<file path="src/sha1s_pkg.sv">
// Shared types and constants for the SHA-1 stream hasher.
`timescale 1ns / 1ps

package sha1s_pkg;

    typedef struct packed {
        logic [7:0] data_byte;
        logic       byte_present;
        logic       last;
    } in_beat_t;

    typedef struct packed {
        logic [31:0] digest_word;
        logic [2:0]  word_index;
        logic        last_word;
    } out_beat_t;

    typedef logic [4:0][31:0]  chain_t;
    typedef logic [15:0][31:0] block_t;

    typedef struct packed {
        logic busy;
        logic done;
    } cmp_status_t;

    typedef enum logic [2:0] {
        ST_IDLE,
        ST_KICK,
        ST_COMP,
        ST_PAD,
        ST_OUT
    } state_t;

    localparam chain_t H_INIT = {
        32'hC3D2E1F0, 32'h10325476, 32'h98BADCFE, 32'hEFCDAB89, 32'h67452301
    };

    localparam logic [31:0] K_0 = 32'h5A827999;
    localparam logic [31:0] K_1 = 32'h6ED9EBA1;
    localparam logic [31:0] K_2 = 32'h8F1BBCDC;
    localparam logic [31:0] K_3 = 32'hCA62C1D6;

    localparam logic [6:0] RND_LAST  = 7'd79;
    localparam logic [6:0] RND_PH1   = 7'd20;
    localparam logic [6:0] RND_PH2   = 7'd40;
    localparam logic [6:0] RND_PH3   = 7'd60;

    localparam logic [7:0] PAD_BYTE  = 8'h80;
    localparam logic [5:0] FILL_LEN  = 6'd56;
    localparam logic [5:0] FILL_LAST = 6'd63;
    localparam logic [3:0] LEN_HI    = 4'd14;
    localparam logic [3:0] LEN_LO    = 4'd15;
    localparam logic [2:0] WORD_LAST = 3'd4;

endpackage

</file>
<file path="src/sha1s_compress.sv">
// Iterative SHA-1 compression: one round per cycle over a rolling schedule window.
`timescale 1ns / 1ps

module sha1s_compress (
    input  logic                  aclk,
    input  logic                  aresetn,
    input  logic                  start,
    input  sha1s_pkg::block_t     block_i,
    input  sha1s_pkg::chain_t     chain_i,
    output sha1s_pkg::cmp_status_t status_o,
    output sha1s_pkg::chain_t     work_o
);
    import sha1s_pkg::*;

    logic        busy_reg;
    logic        done_reg;
    logic [6:0]  rnd_reg;
    chain_t      work_reg;
    block_t      sched_reg;

    logic [31:0] a_w, b_w, c_w, d_w, e_w;
    logic [31:0] f_w, k_w, t_w, w_new;

    always_comb begin
        a_w = work_reg[0];
        b_w = work_reg[1];
        c_w = work_reg[2];
        d_w = work_reg[3];
        e_w = work_reg[4];
        if (rnd_reg < RND_PH1) begin
            f_w = (b_w & c_w) | (~b_w & d_w);
            k_w = K_0;
        end else if (rnd_reg < RND_PH2) begin
            f_w = b_w ^ c_w ^ d_w;
            k_w = K_1;
        end else if (rnd_reg < RND_PH3) begin
            f_w = (b_w & c_w) | (b_w & d_w) | (c_w & d_w);
            k_w = K_2;
        end else begin
            f_w = b_w ^ c_w ^ d_w;
            k_w = K_3;
        end
        t_w = {a_w[26:0], a_w[31:27]} + f_w + e_w + k_w + sched_reg[0];
        w_new = sched_reg[13] ^ sched_reg[8] ^ sched_reg[2] ^ sched_reg[0];
    end

    always_ff @(posedge aclk) begin
        if (!aresetn) begin
            busy_reg <= 1'b0;
            done_reg <= 1'b0;
            rnd_reg  <= '0;
        end else begin
            done_reg <= 1'b0;
            if (start) begin
                busy_reg <= 1'b1;
                rnd_reg  <= '0;
            end else if (busy_reg) begin
                if (rnd_reg == RND_LAST) begin
                    busy_reg <= 1'b0;
                    done_reg <= 1'b1;
                end
                rnd_reg <= rnd_reg + 7'd1;
            end
        end
    end

    always_ff @(posedge aclk) begin
        if (start) begin
            work_reg  <= chain_i;
            sched_reg <= block_i;
        end else if (busy_reg) begin
            work_reg[4] <= d_w;
            work_reg[3] <= c_w;
            work_reg[2] <= {b_w[1:0], b_w[31:2]};
            work_reg[1] <= a_w;
            work_reg[0] <= t_w;
            for (int i = 0; i < 15; i++) begin
                sched_reg[i] <= sched_reg[i + 1];
            end
            sched_reg[15] <= {w_new[30:0], w_new[31]};
        end
    end

    assign status_o.busy = busy_reg;
    assign status_o.done = done_reg;
    assign work_o        = work_reg;

endmodule

</file>
<file path="src/sha1_stream_hasher.sv">
// SHA-1 stream hasher top level: byte packing, padding sequencer and digest output.
//
// Input channel s_*: one beat carries one message byte (byte_present = 1) or none;
// a beat with last = 1 closes the message. Output channel m_*: five beats per
// message, digest words h0..h4 in order, last_word set on h4.
// A byte beat that neither completes a 64-byte block nor closes the message keeps
// s_ready high. A beat that completes a block starts a compression: a load, then
// the 80 SHA-1 rounds, one per cycle through the single round unit, then the chain
// update.
// Closing: padding bytes go into the block one per cycle, then one compression
// (two when the length field does not fit), then the five digest beats, one per
// cycle while m_ready is high.
// s_ready is low from the acceptance of a block-completing or closing beat until
// the block is ready for the next beat. While the receiver stalls, m_data holds
// and no input is taken.
// Reset (aresetn low at a clock edge) loads the initial chaining words, clears
// the byte and length counts and drops any message in flight.
`timescale 1ns / 1ps

module sha1_stream_hasher (
    input  logic                aclk,
    input  logic                aresetn,
    input  logic                s_valid,
    output logic                s_ready,
    input  sha1s_pkg::in_beat_t  s_data,
    output logic                m_valid,
    input  logic                m_ready,
    output sha1s_pkg::out_beat_t m_data
);
    import sha1s_pkg::*;

    state_t      state_reg, state_next;
    logic [5:0]  fill_reg, fill_next;
    logic [63:0] bits_reg, bits_next;
    chain_t      chain_reg, chain_next;
    logic        closing_reg, closing_next;
    logic        first_pad_reg, first_pad_next;
    logic        final_reg, final_next;
    logic [2:0]  out_idx_reg, out_idx_next;
    block_t      blk_buf_reg;

    logic        push_en;
    logic [7:0]  push_byte;
    logic        len_we;
    logic        start;
    cmp_status_t cmp_status;
    chain_t      cmp_work;

    sha1s_compress u_compress (
        .aclk     (aclk),
        .aresetn  (aresetn),
        .start    (start),
        .block_i  (blk_buf_reg),
        .chain_i  (chain_reg),
        .status_o (cmp_status),
        .work_o   (cmp_work)
    );

    always_comb begin
        state_next     = state_reg;
        fill_next      = fill_reg;
        bits_next      = bits_reg;
        chain_next     = chain_reg;
        closing_next   = closing_reg;
        first_pad_next = first_pad_reg;
        final_next     = final_reg;
        out_idx_next   = out_idx_reg;
        push_en        = 1'b0;
        push_byte      = 8'h00;
        len_we         = 1'b0;
        start          = 1'b0;
        unique case (state_reg)
            ST_IDLE: begin
                if (s_valid) begin
                    if (s_data.byte_present) begin
                        push_en   = 1'b1;
                        push_byte = s_data.data_byte;
                        bits_next = bits_reg + 64'd8;
                    end
                    if (s_data.byte_present && fill_reg == FILL_LAST) begin
                        state_next     = ST_KICK;
                        closing_next   = s_data.last;
                        first_pad_next = s_data.last;
                    end else if (s_data.last) begin
                        state_next     = ST_PAD;
                        closing_next   = 1'b1;
                        first_pad_next = 1'b1;
                    end
                end
            end
            ST_KICK: begin
                start      = 1'b1;
                state_next = ST_COMP;
            end
            ST_COMP: begin
                if (cmp_status.done) begin
                    for (int i = 0; i < 5; i++) begin
                        chain_next[i] = chain_reg[i] + cmp_work[i];
                    end
                    if (final_reg) begin
                        state_next = ST_OUT;
                    end else if (closing_reg) begin
                        state_next = ST_PAD;
                    end else begin
                        state_next = ST_IDLE;
                    end
                end
            end
            ST_PAD: begin
                if (first_pad_reg) begin
                    push_en        = 1'b1;
                    push_byte      = PAD_BYTE;
                    first_pad_next = 1'b0;
                    if (fill_reg == FILL_LAST) begin
                        state_next = ST_KICK;
                    end
                end else if (fill_reg == FILL_LEN) begin
                    len_we     = 1'b1;
                    final_next = 1'b1;
                    state_next = ST_KICK;
                end else begin
                    push_en = 1'b1;
                    if (fill_reg == FILL_LAST) begin
                        state_next = ST_KICK;
                    end
                end
            end
            ST_OUT: begin
                if (m_ready) begin
                    if (out_idx_reg == WORD_LAST) begin
                        chain_next     = H_INIT;
                        fill_next      = '0;
                        bits_next      = '0;
                        closing_next   = 1'b0;
                        first_pad_next = 1'b0;
                        final_next     = 1'b0;
                        out_idx_next   = '0;
                        state_next     = ST_IDLE;
                    end else begin
                        out_idx_next = out_idx_reg + 3'd1;
                    end
                end
            end
            default: begin
                state_next = ST_IDLE;
            end
        endcase
        if (push_en) begin
            fill_next = fill_reg + 6'd1;
        end
    end

    always_ff @(posedge aclk) begin
        if (!aresetn) begin
            state_reg <= ST_IDLE;
        end else begin
            state_reg <= state_next;
        end
    end

    always_ff @(posedge aclk) begin
        if (!aresetn) begin
            fill_reg      <= '0;
            bits_reg      <= '0;
            chain_reg     <= H_INIT;
            closing_reg   <= 1'b0;
            first_pad_reg <= 1'b0;
            final_reg     <= 1'b0;
            out_idx_reg   <= '0;
        end else begin
            fill_reg      <= fill_next;
            bits_reg      <= bits_next;
            chain_reg     <= chain_next;
            closing_reg   <= closing_next;
            first_pad_reg <= first_pad_next;
            final_reg     <= final_next;
            out_idx_reg   <= out_idx_next;
        end
    end

    // pack bytes big-endian into the word at the fill position
    always_ff @(posedge aclk) begin
        if (push_en) begin
            case (fill_reg[1:0])
                2'd0:    blk_buf_reg[fill_reg[5:2]]        <= {push_byte, 24'h000000};
                2'd1:    blk_buf_reg[fill_reg[5:2]][23:16] <= push_byte;
                2'd2:    blk_buf_reg[fill_reg[5:2]][15:8]  <= push_byte;
                default: blk_buf_reg[fill_reg[5:2]][7:0]   <= push_byte;
            endcase
        end
        if (len_we) begin
            blk_buf_reg[LEN_HI] <= bits_reg[63:32];
            blk_buf_reg[LEN_LO] <= bits_reg[31:0];
        end
    end

    assign s_ready            = (state_reg == ST_IDLE);
    assign m_valid            = (state_reg == ST_OUT);
    assign m_data.digest_word = chain_reg[out_idx_reg];
    assign m_data.word_index  = out_idx_reg;
    assign m_data.last_word   = (out_idx_reg == WORD_LAST);

endmodule
</file>
<file path="config.mk">
export PLATFORM = sky130hd
export DESIGN_NAME = sha1_stream_hasher
export DESIGN_NICKNAME = d
export VERILOG_FILES = /design/src/sha1s_pkg.sv /design/src/sha1s_compress.sv /design/src/sha1_stream_hasher.sv
export SDC_FILE = /design/constraint.sdc
export NUM_CORES = 2
export LEC_CHECK = 0
export BUFFER_PORTS_ARGS = -buffer_cell sky130_fd_sc_hd__buf_2
export CORE_MARGIN = 2
export CORE_UTILIZATION = 35
export CTS_CLUSTER_DIAMETER = 30
export DETAILED_ROUTE_END_ITERATION = 8
export GPL_ROUTABILITY_DRIVEN = 1
export GPL_TIMING_DRIVEN = 0
export PLACE_DENSITY_LB_ADDON = 0.25
export SYNTH_ARGS = -nofsm -noshare
export SYNTH_HDL_FRONTEND = slang
export SYNTH_SLANG_ARGS = --single-unit
export TNS_END_PERCENT = 50
</file>
<file path="constraint.sdc">
create_clock -name aclk -period 15.6 [get_ports aclk]
set_input_delay 1.56 -clock aclk [delete_from_list [all_inputs] [get_ports aclk]]
set_output_delay 1.56 -clock aclk [all_outputs]
set_load 0.05 [all_outputs]
</file>
==> flow_metrics.py <==
metrics = {
    "finish": {
        "drive_gt1_share_pct": 8.43,
        "instances_no_fill": 11055,
        "syn_to_final_growth_pct": 22.3,
        "post-route-util_pct": 43.0,
        "fin_nets": 8296,
    },
    "power_and_ir_drop": {
        "seq_power_share_pct": 31.5,
        "switching_share_pct": 29.0,
        "irDropWorstVdd_mv": 0.128,
        "clkPwrFrac_pct": 48.8,
        "internal-power_mw": 11.2,
        "powerDensity_nw_per_um2": 172,
        "p_comb_share_pct": 19.7,
        "power.leakage_nw": 36.2,
        "p_sw_mw": 4.57,
    },
    "cts": {
        "clock_latency_ps": 990,
        "cts.sinks": 1429,
        "cts_made_buffers": 380,
        "cts_tree": "built",
        "cts_buffer_depth": 4,
        "htreeDepth": 5,
        "cts_hold_buf": 0,
        "clk_pin_slew_ps": 40,
        "post_cts_buffers": 0,
        "cts_root_buf": "clkbuf_16",
        "cts_resized": 0,
    },
    "synthesis": {
        "synth_top_area_cell": "edfxtp_1",
        "async_flop_share_pct": 0,
        "synth-edff-count": 1184,
        "yosys_register_bits": 1429,
        "yosysMostFrequentCell": "nand2_1",
        "synth_area_leaders": "edfxtp_1 (48%), nand2_1 (12%), dfxtp_1 (6.6%), ha_1 (3.8%), a22o_1 (3.5%)",
        "avgSynthCellArea_um2": 9.96,
        "synth.lib_cells_used.distinct": 80,
        "synthesis.nets": 7850,
        "synth_cells": 7484,
        "ys_seq_area_share_pct": 54.3,
        "synth_warnings": 0,
        "netlist_area_um2": 74600,
        "synthFlopType": "edfxtp_1",
        "netlist_top_cells_count": "nand2_1 (2461), edfxtp_1 (1184), o21ai_0 (417)",
        "netlist.area_leader.share_pct": 47.7,
    },
    "setup_path": {
        "path_buf_inv": 7,
        "crit_slowest_cell": "buf_1",
        "path_class": "reg -> reg",
        "end_kind": "flip-flop",
        "critPathRequiredTime_ps": 16230,
        "arrival_ps": 9830,
        "path_delay_family": "compound AO/OA/AOI/OAI gates",
        "crit_path_start_kind": "flip-flop",
        "slowest_delay_ps": 800,
        "crit_fanout": 11,
    },
    "placement": {
        "gp_congestion": 0.978,
        "numPortBuffers": 50,
        "dp_hpwl_um": 203000,
        "placed_cells": 10369,
    },
    "min_path": {
        "hold_path.class": "reg -> reg",
    },
    "routing": {
        "avgRoutedWirePerCell_um": 25.2,
        "wl_met1_um": 115000,
        "firstDrtPassIters": 8,
        "drc": 0,
        "wl_met2_um": 126000,
        "met3_length_um": 24400,
        "via_per_inst": 5.48,
        "vias": 60593,
        "top_layer": "met5",
        "drtIter0Drc": 7694,
        "ant_nets": 0,
        "drt-total-wl_um": 279000,
    },
    "timing": {
        "final.min_clock_period_ps": 9200,
        "fmax_ghz": 0.109,
        "hold_viol_final": 0,
        "drv_slew": 33,
        "period_share_pct": 59.0,
        "slew_headroom_pct": -10.0,
        "worstMarginPinSlew_ps": 1650,
        "tns_ps": 0,
        "skew_ps": 121,
        "rsz0062_at_grt": "no",
        "setup_viol": 0,
    },
    "outcome": {
        "violations": "max-capacitance violations, max-slew violations",
        "status": "finished, violations left",
    },
    "grt": {
        "antenna_found_initial": 11,
        "grt_overflow_total": 0,
        "grtUsageTotal_pct": 25.2,
        "grt_pass1_wl_um": 402000,
        "grt_start_max_net_pins": 129,
        "first_global_vias": 58727,
    },
    "floorplan": {
        "die_x_um": 466,
        "start_util_pct": 35.2,
        "die_h_um": 466,
        "dieArea_um2": 217000,
        "io_pins": 52,
        "core-area_um2": 212000,
        "rows": 169,
    },
    "job": {
        "max_cap_violations": 5,
    },
}
per-layer routing:
| metal | vias to the layer above | global-route usage (%) |
|---|---|---|
| met5 | - | 0 |
| met4 | 4 | 12.2 |
| met3 | 650 | 4.90 |
| met2 | 3102 | 39.3 |
| met1 | 29608 | 33.4 |
| li1 | 27229 | - |
metrics by stage:
stage | hold WS, ps | instance area, um2 | total power [mW] | worst slack, ps
6_report | 495 | 91200 | 15.7 | 6400
5_1_grt | 513 | 91200 | 16.3 | 6040
4_1_cts | 482 | 91200 | 15.7 | 6280
3_5_place_dp | 490 | 78700 | 8.04 | 6250
3_3_place_gp | 477 | 78400 | 8.12 | -1920
2_1_floorplan | 453 | 74600 | 7.15 | 5320
tightest hold or removal path: cells and delay by family (launching register included):
family	cells	cell delay, ps
AND/OR/NAND/NOR	1	60
flip-flops	1	330
AO/OA/AOI/OAI	1	50
path summary, 6_finish.rpt:
kind                                   to                          startpoint  slack [ps]  cells after the start
max          u_compress.a_w[31]$_DFFE_PP_  u_compress.rnd_reg[4]$_SDFFE_PP0P_        6400                     28
min           chain_reg[156]$_SDFFE_PN0P_         chain_reg[156]$_SDFFE_PN0P_         500                      2
max reg2reg  u_compress.a_w[31]$_DFFE_PP_  u_compress.rnd_reg[4]$_SDFFE_PP0P_        6400                     28
min reg2reg   chain_reg[156]$_SDFFE_PN0P_         chain_reg[156]$_SDFFE_PN0P_         500                      2
power by group through the flow:
stage          clock [mW]  combinational [mW]  sequential (mW)
6_report             7.67                3.09             4.96
5_1_grt              7.91                3.43             4.98
4_1_cts              7.70                3.07             4.95
3_5_place_dp            0                3.04             5.01
3_3_place_gp            0                2.98             5.14
2_1_floorplan           0                2.18             4.96
cell usage in the layout (no fill, tap or decap), drive strengths merged, types with 134 or more instances in the layout:
cell and n:
a21oi 256, a22o 301, clkbuf 834, clkinv 134
dfxtp 245, edfxtp 1184, ha 228, inv 247
nand2 2461, nor2 409, o21ai 427, xnor2 183
logic make-up after synthesis:
| kind of cell | synth area share [%] |
|---|---|
| adders and majority gates | 7.15 |
| DFF | 54.3 |
| buffers and inverters | 3.17 |
| muxes | 1.09 |
| xor gates and xnor gates | 3.62 |
| and+or+nand+nor | 17.7 |
| AOI/OAI and AO/OA | 13.1 |
cell type report:
cell class	instances	area (um2)
buffer	385	1460
antenna	3	7.51
inverter	243	920
timing repair buffer	64	567
clock inverter	212	2300
fill	20339	121000
tap	2821	3530
multi-input combinational	5427	31800
sequential	1429	40500
clock buffer	471	10200
Power figures use the tool's default switching activity.
